===== src/chirp_tone_generator_defines.svh =====
// assertion macros for the chirp tone generator
`ifndef CHIRP_TONE_GENERATOR_DEFINES_SVH
`define CHIRP_TONE_GENERATOR_DEFINES_SVH

// same-cycle implication, sampled on clk, off while rst_n is low
`define CTG_ASSERT_IMPLIES(label, ante, cons, msg) \
  label: assert property (@(posedge clk) disable iff (!rst_n) (ante) |-> (cons)) \
    else $error(msg);

// next-cycle implication, sampled on clk, off while rst_n is low
`define CTG_ASSERT_NEXT(label, ante, cons, msg) \
  label: assert property (@(posedge clk) disable iff (!rst_n) (ante) |=> (cons)) \
    else $error(msg);

`endif


===== src/ctg_pkg.sv =====
// shared constants, register codes and quarter-wave sine table for the chirp tone generator
`default_nettype none

package ctg_pkg;

  localparam int SINE_DEPTH = 256;
  localparam int SINE_AW    = $clog2(SINE_DEPTH);
  localparam int SINE_W     = 15;

  localparam int FREQ_W    = 14;
  localparam int SLIDE_W   = 15;
  localparam int VOL_W     = 16;
  localparam int FRAMES_W  = 16;
  localparam int TIME_W    = 25;
  localparam int PHASE_W   = 32;
  localparam int SAMPLE_W  = 16;
  localparam int CFG_W     = 25;
  localparam int CFG_IDX_W = 3;

  localparam logic [CFG_IDX_W-1:0] CFG_START_FREQ  = 3'd0;
  localparam logic [CFG_IDX_W-1:0] CFG_FREQ_SLIDE  = 3'd1;
  localparam logic [CFG_IDX_W-1:0] CFG_TONE_VOLUME = 3'd2;
  localparam logic [CFG_IDX_W-1:0] CFG_FRAME_COUNT = 3'd3;
  localparam logic [CFG_IDX_W-1:0] CFG_TIME_STEP   = 3'd4;

  localparam logic [FREQ_W-1:0]         RST_START_FREQ  = 14'd440;
  localparam logic signed [SLIDE_W-1:0] RST_FREQ_SLIDE  = 15'sd0;
  localparam logic [VOL_W-1:0]          RST_TONE_VOLUME = 16'd16384;
  localparam logic [FRAMES_W-1:0]       RST_FRAME_COUNT = 16'd2205;
  localparam logic [TIME_W-1:0]         RST_TIME_STEP   = 25'd7609;

  localparam logic [TIME_W-1:0] ONE_Q24 = 25'h100_0000;

  // frequency sum in Q.24, floored at 20 Hz
  localparam int FQ_W = 39;
  localparam logic signed [FQ_W+1:0] FQ_FLOOR = 41'sd335544320;

  // phase increment = floor(fq * 256 / 22050), radix-16 restoring division
  localparam int DIV_DIGIT_W = 4;
  localparam int DIV_STEPS   = 12;
  localparam int DIVIDEND_W  = DIV_DIGIT_W * DIV_STEPS;
  localparam int DIV_CNT_W   = $clog2(DIV_STEPS);
  localparam int REM_W       = 15;
  localparam logic [REM_W:0] RATE_HZ = 16'd22050;

  localparam int MUL_A_W = 33;
  localparam int MUL_B_W = 26;
  localparam int PROD_W  = MUL_A_W + MUL_B_W;

  localparam logic [63:0] PI_Q30 = 64'd3373259426;

  typedef logic [SINE_W-1:0] sine_rom_t [SINE_DEPTH];

  function automatic logic [63:0] sin_q30(input logic [63:0] x);
    logic [63:0]        x2;
    logic [63:0]        term;
    logic signed [64:0] sum;
    x2   = (x * x) >> 30;
    term = x;
    sum  = $signed({1'b0, x});
    for (int n = 1; n <= 7; n++) begin
      term = ((term * x2) >> 30) / 64'((2 * n) * (2 * n + 1));
      if (n[0]) begin
        sum = sum - $signed({1'b0, term});
      end else begin
        sum = sum + $signed({1'b0, term});
      end
    end
    if (sum < 0) begin
      sum = '0;
    end
    if (sum > 65'sd1073741824) begin
      sum = 65'sd1073741824;
    end
    return sum[63:0];
  endfunction

  function automatic sine_rom_t build_sine_rom();
    sine_rom_t   rom;
    logic [63:0] x;
    logic [63:0] s;
    for (int k = 0; k < SINE_DEPTH; k++) begin
      x      = (64'(2 * k + 1) * PI_Q30) / 64'(4 * SINE_DEPTH);
      s      = sin_q30(x);
      rom[k] = SINE_W'((s * 64'd32767 + 64'd536870912) >> 30);
    end
    return rom;
  endfunction

  localparam sine_rom_t SINE_ROM = build_sine_rom();

endpackage

`default_nettype wire


===== src/chirp_tone_generator.sv =====
// chirp tone generator top level: sequencer, shared multiplier, divider and sine lookup
// Usage:
// Each transaction on the input channel (in_valid, in_stall, in_restart) asks for one
// audio sample; in_restart clears sample index, phase and time before that sample.
// Each input transaction gives exactly one output transaction (out_sample, out_last,
// out_done_res). out_last marks the final sample of the tone; once the tone is over
// the block returns zero samples with out_done_res set until a restart.
// Registers are written through cfg_we, cfg_index and cfg_wdata, by the user only while
// no sample is in flight (the block does not enforce it); unknown indexes are ignored.
// Timing: the next transaction is taken only once the sample is in the output register,
// so the block works on one sample at a time. The phase increment comes from the
// radix-16 division by the sample rate; four products go through one shared 33x26
// multiplier. A sample after the tone ends skips the division and the products.
// in_stall is high while a sample is in work. The result sits in an output register,
// so a new transaction is taken while it waits; a second result holds in the last
// step until out_stall drops.
// Reset (rst_n low, synchronous) restores the register defaults and clears index,
// phase, time and the output valid.
`default_nettype none
`include "chirp_tone_generator_defines.svh"

module chirp_tone_generator
  import ctg_pkg::*;
(
  input  wire logic                       clk,
  input  wire logic                       rst_n,
  input  wire logic                       cfg_we,
  input  wire logic [CFG_IDX_W-1:0]       cfg_index,
  input  wire logic [CFG_W-1:0]           cfg_wdata,
  input  wire logic                       in_valid,
  output logic                            in_stall,
  input  wire logic                       in_restart,
  output logic                            out_valid,
  input  wire logic                       out_stall,
  output logic signed [SAMPLE_W-1:0]      out_sample,
  output logic                            out_last,
  output logic                            out_done_res
);

  typedef enum logic [10:0] {
    S_IDLE     = 11'b000_0000_0001,
    S_CHECK    = 11'b000_0000_0010,
    S_FREQ     = 11'b000_0000_0100,
    S_DIVINIT  = 11'b000_0000_1000,
    S_DIV      = 11'b000_0001_0000,
    S_PHASE    = 11'b000_0010_0000,
    S_LOOK     = 11'b000_0100_0000,
    S_MUL_ENV  = 11'b000_1000_0000,
    S_MUL_FALL = 11'b001_0000_0000,
    S_MUL_VOL  = 11'b010_0000_0000,
    S_FIN      = 11'b100_0000_0000
  } state_t;

  // control state
  state_t                      state_r, state_nxt;
  logic [FREQ_W-1:0]           start_freq_r;
  logic signed [SLIDE_W-1:0]   freq_slide_r;
  logic [VOL_W-1:0]            tone_volume_r;
  logic [FRAMES_W-1:0]         frame_count_r;
  logic [TIME_W-1:0]           time_step_r;
  logic [FRAMES_W-1:0]         idx_r, idx_nxt;
  logic [PHASE_W-1:0]          phase_r, phase_nxt;
  logic [TIME_W-1:0]           tf_r, tf_nxt;
  logic                        out_valid_r, out_valid_nxt;
  logic [DIV_CNT_W-1:0]        cnt_r, cnt_nxt;

  // datapath
  logic [TIME_W-1:0]           t_r, t_nxt;
  logic signed [PROD_W-1:0]    prod_r, prod_nxt;
  logic [DIVIDEND_W-1:0]       div_r, div_nxt;
  logic [REM_W-1:0]            rem_r, rem_nxt;
  logic [PHASE_W-1:0]          quo_r, quo_nxt;
  logic [SINE_W-1:0]           mag_r, mag_nxt;
  logic [SINE_W-1:0]           env_r, env_nxt;
  logic                        neg_r, neg_nxt;
  logic [SAMPLE_W-1:0]         out_sample_r, out_sample_nxt;
  logic                        out_last_r, out_last_nxt;
  logic                        out_done_r, out_done_nxt;

  logic                        in_acc;
  logic                        out_free;
  logic [TIME_W-1:0]           t_clamp;
  logic signed [FQ_W+1:0]      fq_sum;
  logic [FQ_W-1:0]             fq_clamped;
  logic [REM_W-1:0]            rem_step;
  logic [DIV_DIGIT_W-1:0]      digit;
  logic [TIME_W+2:0]           rise;
  logic [TIME_W-1:0]           rise_c;
  logic [TIME_W+5:0]           env_ph;
  logic [SINE_AW-1:0]          ph_pos;
  logic [SINE_AW-1:0]          env_pos;
  logic [TIME_W-1:0]           omt;
  logic signed [MUL_A_W-1:0]   mul_a;
  logic signed [MUL_B_W-1:0]   mul_b;
  logic signed [PROD_W-1:0]    prod_full;
  logic [45:0]                 vol_clamped;
  logic [60:0]                 scaled;
  logic [SAMPLE_W-1:0]         sample_abs;
  logic [SAMPLE_W-1:0]         sample_fin;
  logic                        last_fin;
  logic [TIME_W:0]             tf_sum;

  assign in_stall     = (state_r != S_IDLE);
  assign in_acc       = in_valid && !in_stall;
  assign out_free     = !out_valid_r || !out_stall;
  assign out_valid    = out_valid_r;
  assign out_sample   = out_sample_r;
  assign out_last     = out_last_r;
  assign out_done_res = out_done_r;

  // time clamped to one, frequency sum with 20 Hz floor
  assign t_clamp    = (tf_r > ONE_Q24) ? ONE_Q24 : tf_r;
  assign fq_sum     = $signed({3'b000, start_freq_r, 24'h00_0000}) + $signed(prod_r[FQ_W+1:0]);
  assign fq_clamped = (fq_sum < FQ_FLOOR) ? FQ_FLOOR[FQ_W-1:0] : fq_sum[FQ_W-1:0];

  // one radix-16 digit of the division by the sample rate
  always_comb begin
    logic [REM_W:0] trial;
    rem_step = rem_r;
    digit    = '0;
    trial    = '0;
    for (int i = 0; i < DIV_DIGIT_W; i++) begin
      trial = {rem_step, div_r[DIVIDEND_W-1-i]};
      if (trial >= RATE_HZ) begin
        rem_step                 = REM_W'(trial - RATE_HZ);
        digit[DIV_DIGIT_W-1-i]   = 1'b1;
      end else begin
        rem_step = trial[REM_W-1:0];
      end
    end
  end

  // quarter-wave addressing for tone phase and envelope rise
  assign rise    = {t_r, 3'b000};
  assign rise_c  = (rise > {3'b000, ONE_Q24}) ? ONE_Q24 : rise[TIME_W-1:0];
  assign env_ph  = {rise_c, 6'b00_0000};
  assign ph_pos  = phase_r[29 -: SINE_AW] ^ {SINE_AW{phase_r[30]}};
  assign env_pos = env_ph[29 -: SINE_AW] ^ {SINE_AW{env_ph[30]}};
  assign omt     = ONE_Q24 - t_r;

  // shared multiplier operand select
  always_comb begin
    mul_a = '0;
    mul_b = '0;
    case (state_r)
      S_FREQ: begin
        mul_a = MUL_A_W'(freq_slide_r);
        mul_b = $signed({1'b0, t_r});
      end
      S_MUL_ENV: begin
        mul_a = $signed({18'h0_0000, mag_r});
        mul_b = $signed({11'h000, env_r});
      end
      S_MUL_FALL: begin
        mul_a = $signed({3'b000, prod_r[29:0]});
        mul_b = $signed({1'b0, omt});
      end
      S_MUL_VOL: begin
        mul_a = $signed({2'b00, prod_r[54:24]});
        mul_b = $signed({10'h000, tone_volume_r});
      end
      default: begin
        mul_a = '0;
        mul_b = '0;
      end
    endcase
  end

  assign prod_full = mul_a * mul_b;

  // volume clamp, scale by 32767, sign
  assign vol_clamped = (prod_r[46:0] > 47'h2000_0000_0000) ? 46'h2000_0000_0000
                                                           : prod_r[45:0];
  assign scaled      = {vol_clamped, 15'h0000} - {15'h0000, vol_clamped};
  assign sample_abs  = {1'b0, scaled[59:45]};
  assign sample_fin  = neg_r ? (16'h0000 - sample_abs) : sample_abs;
  assign last_fin    = ({1'b0, idx_r} + 17'd1) == {1'b0, frame_count_r};
  assign tf_sum      = {1'b0, tf_r} + {1'b0, time_step_r};

  always_comb begin
    state_nxt      = state_r;
    idx_nxt        = idx_r;
    phase_nxt      = phase_r;
    tf_nxt         = tf_r;
    cnt_nxt        = cnt_r;
    out_valid_nxt  = out_valid_r;
    t_nxt          = t_r;
    prod_nxt       = prod_r;
    div_nxt        = div_r;
    rem_nxt        = rem_r;
    quo_nxt        = quo_r;
    mag_nxt        = mag_r;
    env_nxt        = env_r;
    neg_nxt        = neg_r;
    out_sample_nxt = out_sample_r;
    out_last_nxt   = out_last_r;
    out_done_nxt   = out_done_r;

    if (out_valid_r && !out_stall) begin
      out_valid_nxt = 1'b0;
    end

    case (state_r)
      S_IDLE: begin
        if (in_acc) begin
          if (in_restart) begin
            idx_nxt   = '0;
            phase_nxt = '0;
            tf_nxt    = '0;
          end
          state_nxt = S_CHECK;
        end
      end
      S_CHECK: begin
        if (idx_r >= frame_count_r) begin
          if (out_free) begin
            out_valid_nxt  = 1'b1;
            out_sample_nxt = '0;
            out_last_nxt   = 1'b0;
            out_done_nxt   = 1'b1;
            state_nxt      = S_IDLE;
          end
        end else begin
          t_nxt     = t_clamp;
          state_nxt = S_FREQ;
        end
      end
      S_FREQ: begin
        prod_nxt  = prod_full;
        state_nxt = S_DIVINIT;
      end
      S_DIVINIT: begin
        div_nxt   = DIVIDEND_W'({fq_clamped, 8'h00});
        rem_nxt   = '0;
        cnt_nxt   = '0;
        state_nxt = S_DIV;
      end
      S_DIV: begin
        rem_nxt = rem_step;
        div_nxt = div_r << DIV_DIGIT_W;
        quo_nxt = {quo_r[PHASE_W-DIV_DIGIT_W-1:0], digit};
        cnt_nxt = cnt_r + 1'b1;
        if (cnt_r == DIV_CNT_W'(DIV_STEPS - 1)) begin
          state_nxt = S_PHASE;
        end
      end
      S_PHASE: begin
        phase_nxt = phase_r + quo_r;
        state_nxt = S_LOOK;
      end
      S_LOOK: begin
        mag_nxt   = SINE_ROM[ph_pos];
        env_nxt   = SINE_ROM[env_pos];
        neg_nxt   = phase_r[31];
        state_nxt = S_MUL_ENV;
      end
      S_MUL_ENV: begin
        prod_nxt  = prod_full;
        state_nxt = S_MUL_FALL;
      end
      S_MUL_FALL: begin
        prod_nxt  = prod_full;
        state_nxt = S_MUL_VOL;
      end
      S_MUL_VOL: begin
        prod_nxt  = prod_full;
        state_nxt = S_FIN;
      end
      S_FIN: begin
        if (out_free) begin
          out_valid_nxt  = 1'b1;
          out_sample_nxt = sample_fin;
          out_last_nxt   = last_fin;
          out_done_nxt   = 1'b0;
          idx_nxt        = idx_r + 1'b1;
          tf_nxt         = tf_sum[TIME_W] ? {TIME_W{1'b1}} : tf_sum[TIME_W-1:0];
          state_nxt      = S_IDLE;
        end
      end
      default: begin
        state_nxt = S_IDLE;
      end
    endcase
  end

  always_ff @(posedge clk) begin
    if (!rst_n) begin
      state_r       <= S_IDLE;
      idx_r         <= '0;
      phase_r       <= '0;
      tf_r          <= '0;
      cnt_r         <= '0;
      out_valid_r   <= 1'b0;
      start_freq_r  <= RST_START_FREQ;
      freq_slide_r  <= RST_FREQ_SLIDE;
      tone_volume_r <= RST_TONE_VOLUME;
      frame_count_r <= RST_FRAME_COUNT;
      time_step_r   <= RST_TIME_STEP;
    end else begin
      state_r     <= state_nxt;
      idx_r       <= idx_nxt;
      phase_r     <= phase_nxt;
      tf_r        <= tf_nxt;
      cnt_r       <= cnt_nxt;
      out_valid_r <= out_valid_nxt;
      if (cfg_we) begin
        case (cfg_index)
          CFG_START_FREQ:  start_freq_r  <= cfg_wdata[FREQ_W-1:0];
          CFG_FREQ_SLIDE:  freq_slide_r  <= $signed(cfg_wdata[SLIDE_W-1:0]);
          CFG_TONE_VOLUME: tone_volume_r <= cfg_wdata[VOL_W-1:0];
          CFG_FRAME_COUNT: frame_count_r <= cfg_wdata[FRAMES_W-1:0];
          CFG_TIME_STEP:   time_step_r   <= cfg_wdata[TIME_W-1:0];
          default: begin
          end
        endcase
      end
    end
  end

  always_ff @(posedge clk) begin
    t_r          <= t_nxt;
    prod_r       <= prod_nxt;
    div_r        <= div_nxt;
    rem_r        <= rem_nxt;
    quo_r        <= quo_nxt;
    mag_r        <= mag_nxt;
    env_r        <= env_nxt;
    neg_r        <= neg_nxt;
    out_sample_r <= out_sample_nxt;
    out_last_r   <= out_last_nxt;
    out_done_r   <= out_done_nxt;
  end

  `CTG_ASSERT_IMPLIES(a_done_zero, out_valid && out_done_res, out_sample == '0 && !out_last, "finished tone must give a silent non-final sample")
  `CTG_ASSERT_NEXT(a_time_no_drop, !(in_acc && in_restart), tf_r >= $past(tf_r), "time fraction dropped without restart")
  `CTG_ASSERT_NEXT(a_phase_hold, state_r != S_PHASE && !(in_acc && in_restart), phase_r == $past(phase_r), "phase moved outside its update step")

endmodule

`default_nettype wire


===== config.mk =====
export PLATFORM = sky130hd
export DESIGN_NAME = chirp_tone_generator
export DESIGN_NICKNAME = d
export VERILOG_FILES = /design/src/ctg_pkg.sv /design/src/chirp_tone_generator.sv
export VERILOG_INCLUDE_DIRS = /design/src /design/src/src
export SDC_FILE = /design/constraint.sdc
export NUM_CORES = 2
export LEC_CHECK = 0
export BUFFER_PORTS_ARGS = -buffer_cell sky130_fd_sc_hd__buf_2
export CELL_PAD_IN_SITES_DETAIL_PLACEMENT = 1
export CELL_PAD_IN_SITES_GLOBAL_PLACEMENT = 2
export CORE_MARGIN = 1.5
export CORE_UTILIZATION = 44
export DETAILED_ROUTE_END_ITERATION = 12
export GPL_TIMING_DRIVEN = 0
export PLACE_DENSITY = 0.86
export SYNTH_ARGS = -nofsm -noshare
export SYNTH_HDL_FRONTEND = slang
export SYNTH_SLANG_ARGS = --single-unit

===== constraint.sdc =====
create_clock -name clk -period 26.8 [get_ports clk]
set_input_delay 5.36 -clock clk [delete_from_list [all_inputs] [get_ports clk]]
set_output_delay 5.36 -clock clk [all_outputs]
set_load 0.01 [all_outputs]

Yosys cells after proc, flatten, opt, wreduce, memory -nomap -nowiden --
Memory sizes are Yosys's and may differ from the RTL's. A register that Yosys moved wholly into a read port is not among the register bits. Cells that the tools add are included.
Storage, ports and cells: memory bits (read-only) 7680, bits in writable memories 0, output and inout bits 20, input port bits 34, memories 2, register bits after elaboration 369, bits in latches 0, logic and storage cells 145
Memory list:
- (name not given) | depth 256, width 15, read ports 1, clocked after Yosys merged registers in 1, wr ports 0, line chirp_tone_generator.sv:253 | env_nxt = SINE_ROM[env_pos];
- (name not given) | depth 256, width 15, read ports 1, clocked after Yosys merged registers in 1, wr ports 0, line chirp_tone_generator.sv:252 | mag_nxt = SINE_ROM[ph_pos];
Cells by class: multiply operators 1, magnitude comparators 9, divide/modulo/power cells 0, bitwise gates (word level) 5, eq/ne operators 24, shift-type cells 0, $add $sub $neg 13, muxes and demuxes 49, reductions and logical operators 22
Operator list (count):
- $pmux W33 S4 | 1
- $mux W25 | 5
- $pmux W11 S11 | 1
- $mux W16 | 7
- $pmux W25 S4 | 1
- $pmux W48 S2 | 1
- $ge A16 B15 Y1 const B | 4
- $mux W32 | 2
- $pmux W16 S2 | 2
- $pmux W32 S2 | 1
- $mux W15 | 4
- $sub A15 B15 Y15 const B | 4
- $sub A60 B46 Y60 | 1
- $mul A33 B26 Y55 | 1
- $pmux W25 S2 | 1
- $gt A47 B46 Y1 const B | 1
- $mux W46 | 1
- $mux W11 | 4
- $add A39 B41 Y41 | 1
- $lt A41 B30 Y1 const B | 1
- $mux W39 | 1
- $add A32 B32 Y32 | 1
- $pmux W15 S2 | 1
- $gt A28 B25 Y1 const B | 1
- other kinds (41) | 75

Longest topological paths before layout --
word-level depth 9, depth in mapped cells 43, gate-level depth less buffers 41

Worst setup path before layout --
No wires, ideal clock.
kind reg2reg, from reg t_r[0], to reg prod_r[54] (data pin), arrival 9.798 ns, buffers on the path 1, library setup time 0.260 ns, cell stages (with the launch flop) 42, data required time 26.540 ns, clock period less this slack 10.058 ns, path slack 16.742 ns, cell sequence edfxtp_1 > inv_1 > ha_1 > or3b_2 > or3_1 > or4_1 > or3_1 > or3_1 > nor3_1 > nand2_1 > nand2_1 > nand2_1 > o31ai_1 > clkbuf_1 > nand2_1 > fa_1 > inv_1 > fa_1 > (+6 left out) > inv_1 > ha_1 > a21o_1 > a21oi_1 > o21ai_0 > a21o_1 > o21ai_0 > a21oi_1 > o41a_1 > o21ai_0 > o2111ai_1 > a21o_1 > a21oi_1 > o21ai_0 > nor3_1 > o21bai_1 > a21oi_1 > xnor2_1
On the way: cells in the longest elaborated chain, start to end 3
Ends and longest elaborated chain:
- start: declaration | line chirp_tone_generator.sv:68 | logic [TIME_W-1:0] t_r, t_nxt;
- start signal: assignment | line chirp_tone_generator.sv:321 | t_r <= t_nxt;
- $sub A25 B25 Y25 | line chirp_tone_generator.sv:139 | assign omt = ONE_Q24 - t_r;
- $pmux W25 S4 * | line chirp_tone_generator.sv:145 | case (state_r)
- $mul A33 B26 Y55 * | line chirp_tone_generator.sv:169 | assign prod_full = mul_a * mul_b;
- via prod_full[54] | line chirp_tone_generator.sv:95 | logic signed [PROD_W-1:0] prod_full;
- end signal: assignment | line chirp_tone_generator.sv:322 | prod_r <= prod_nxt;
- end: declaration | line chirp_tone_generator.sv:69 | logic signed [PROD_W-1:0] prod_r, prod_nxt;
The timed path passes the listed nets; every way through them passes the cells marked *. A chain may end at the register's enable or synchronous reset.

Worst setup path in the final report --
from reg state_r[5], to reg prod_r[54] (data pin)
On the way: cells in the longest elaborated chain, start to end 3
Ends and longest elaborated chain:
- start: declaration | line chirp_tone_generator.sv:55 | state_t state_r, state_nxt;
- start signal: assignment | line chirp_tone_generator.sv:300 | state_r <= state_nxt;
- $eq A11 B10 Y1, or another cell as far along | line chirp_tone_generator.sv:145
- $pmux W33 S4 or $pmux W25 S4 (tied branches) | line chirp_tone_generator.sv:145
- $mul A33 B26 Y55 * | line chirp_tone_generator.sv:169
- via prod_full[54] | line chirp_tone_generator.sv:95
Marks and branches as above.

==> results.json <==
{
  "synth_edf_count": 216,
  "cp_max_fo": 10,
  "grt.total_usage_pct": 40.5,
  "register_area_sq_mm": 0.00999,
  "synth.distinct_cells": 105,
  "ant_nets": 0,
  "port_buffers": 52,
  "syn_nets": 8149,
  "syn_area_sq_mm": 0.0579,
  "final_common_cell": "inv_1",
  "avgSynthCellArea_sq_um": 8.27,
  "ys_seq_elements": 391,
  "wl_per_cell_um": 30.9,
  "grt_pass1_vias": 59800,
  "period_needed_ns": 14.34,
  "holdCritPathClass": "flop to flop",
  "drc": 0,
  "relSlewSlack_pct": -3.64,
  "slowest_stage": "clkbuf_1",
  "synth_top_family_by_area": "adder cells",
  "core-area_sq_mm": 0.130,
  "die_w_um": 366,
  "initial_utilization_pct": 44.6,
  "clock_skew_ns": 0.0429,
  "end_kind": "flop",
  "slew_violations": 14,
  "post_cts_buffers": 0,
  "multiInputGateArea_sq_mm": 0.0428,
  "drt_iter0_markers": 5715,
  "place_hpwl_um": 216000,
  "required_ns": 27.14,
  "power_density_mw_per_mm2": 24.2,
  "finalNonFillerCells": 8918,
  "worst_pin_slew_ns": 1.55,
  "cts.sink_count": 391,
  "placedCellCount": 8823,
  "synthArstFlopShare_pct": 0,
  "routabilityCongestion": 1.04,
  "final_hold_viol_count": 0,
  "cts_tree": "built",
  "synth_xor_area_share_pct": 3.68,
  "cp-start-kind": "flop",
  "grt-ovfl-total": 0,
  "grt_pass1_wl_um": 402000,
  "arrival_ns": 14.69,
  "cts_buffers": 44,
  "crit_family": "compound AO/OA/AOI/OAI gates",
  "yosysWarningCount": 0,
  "via_count": 56500,
  "fin_setup_tns_ns": 0,
  "status": "complete, but fails checks",
  "grt_max_degree": 57,
  "setup_violations": 0,
  "drive_above_1_share_pct": 3.62,
  "violations": "max-capacitance violations, max-slew violations",
  "path_buf_inv": 9,
  "ys_seq_area_share_pct": 17.3,
  "cts_buffer_depth": 3,
  "finalCritPeriodShare_pct": 53.5,
  "cts.htree.levels": 2,
  "dieHeight_um": 366,
  "leakagePower_nw": 27.4,
  "cts_hold_buffers": 0,
  "cts_root_buf": "clkbuf_16",
  "rsz0062_at_grt": "no",
  "ir_drop_v": 0.0000412,
  "synth.area.mux_share_pct": 0.385,
  "totalWireLength_um": 276000,
  "crit_type": "flop to flop",
  "layout.nets": 8273,
  "timing.fmax_mhz": 69.7,
  "antenna_found_initial": 20,
  "io-pin-count": 54,
  "filler_cell_count": 15800,
  "dr.pass1.iters": 9,
  "yosys.area_share.simple_pct": 17.8,
  "synthAdderAreaFrac_pct": 34.4,
  "max_cap_viol_count": 1,
  "rows": 132,
  "critical-path-max-stage-delay_ns": 0.85,
  "areaGrowthSynthToFinish_pct": 7.63,
  "via_per_inst": 6.34,
  "cpMostUsedCell": "fa_1",
  "layout_common_cells": "inv_1, nand2_1, fa_1",
  "syn_inst": 7003,
  "ys.flop_type": "edfxtp_1",
  "cts_resized": 0,
  "worstSkewPairLatency_ns": 0.62,
  "clk_pin_slew_ns": 0.06,
  "post-route-util_pct": 48.0,
  "synth-compound-area-share_pct": 17.4,
  "die_area_sq_mm": 0.134
}
==> per-layer routing <==
layer | global-route usage, % | up-vias | part of all wire [%]
met4 | 27.0 | 12 | 8.1
met1 | 50.7 | 28700 | 38
met2 | 63.7 | 3223 | 45
met5 | 0 | - | 0.029
met3 | 7.76 | 1052 | 9.0
li1 | - | 23500 | -
==> cells in the mapped netlist, types with 51 or more instances <==
library cell	number	area, sq um
nor2b_1	57	357
a21o_1	71	533
a211oi_1	54	405
and2_1	89	557
a21oi_1	302	1510
xnor2_1	165	1450
dfxtp_1	175	3500
nand2_1	891	3340
o211ai_1	64	480
edfxtp_1	216	6490
a22oi_1	64	480
fa_1	799	16000
ha_1	313	3920
clkbuf_1	392	1470
a21boi_0	83	623
and3_1	51	319
inv_1	961	3610
nor3_1	115	576
nor2_1	761	2860
o21ai_0	342	1710
a31oi_1	88	551
xor2_1	73	639
nand3_1	143	716
==> sequential cells by signal, indices dropped and copies added, names as in the netlist, 16 cells and up <==
signal,cells
idx_r,16
prod_r,55
time_step_r,25
frame_count_r,16
div_r,40
phase_r,32
tone_volume_r,16
out_sample,16
quo_r,32
tf_r,25
t_r,25
==> cell families (layout without fill, tap and decap cells) <==
family,count (synthesis),count (layout)
buf+inv,1404,1564
mux,15,15
xor+xnor,241,241
flops,391,391
simple gates,2334,2334
other cells,0,13
compound gates,1506,1506
fa+ha+maj,1112,1112
==> power by group <==
| part | total, mW | switching [mW] | internal (mW) | leakage, nW |
|---|---|---|---|---|
| Sequential | 0.651 | 0.0113 | 0.640 | 3.52 |
| Clock | 0.663 | 0.284 | 0.378 | 0.775 |
| Combinational | 0.195 | 0.147 | 0.0478 | 23.1 |
| Total | 1.51 | 0.443 | 1.07 | 27.4 |
==> per-stage QoR <==
| step | hold slack (ns) | power, mW | instance area, sq um | setup WS [ns] |
|---|---|---|---|---|
| after global routing | 0.460 | 1.55 | 62300 | 12.13 |
| after global placement | 0.444 | 0.844 | 60300 | 12.32 |
| after CTS | 0.437 | 1.51 | 62300 | 12.97 |
| after detailed placement | 0.443 | 0.848 | 60700 | 13.00 |
| after floorplan | 0.424 | 0.759 | 57900 | 16.74 |
| final | 0.439 | 1.51 | 62300 | 12.46 |
==> final timing paths <==
path	from	to	slack, ns	cells past startpoint
worst max-delay path	state_r[5]$_SDFFE_PN0P_	prod_r[54]$_DFFE_PP_	12.46	40
worst min-delay path	quo_r[26]$_DFFE_PP_	quo_r[30]$_DFFE_PP_	0.44	0
worst max register to register	state_r[5]$_SDFFE_PN0P_	prod_r[54]$_DFFE_PP_	12.46	40
worst min register to register	quo_r[26]$_DFFE_PP_	quo_r[30]$_DFFE_PP_	0.44	0
==> layout make-up <==
class,instances,area share [%]
multi-input combinational,5208,68.6
antenna,13,0.0522
buffer,438,2.68
clock inverter,25,0.383
timing repair buffer,78,0.815
tap,1742,3.50
sequential,391,16.0
inverter,966,5.82
clock buffer,57,2.10
Power figures use the tool's default switching activity.
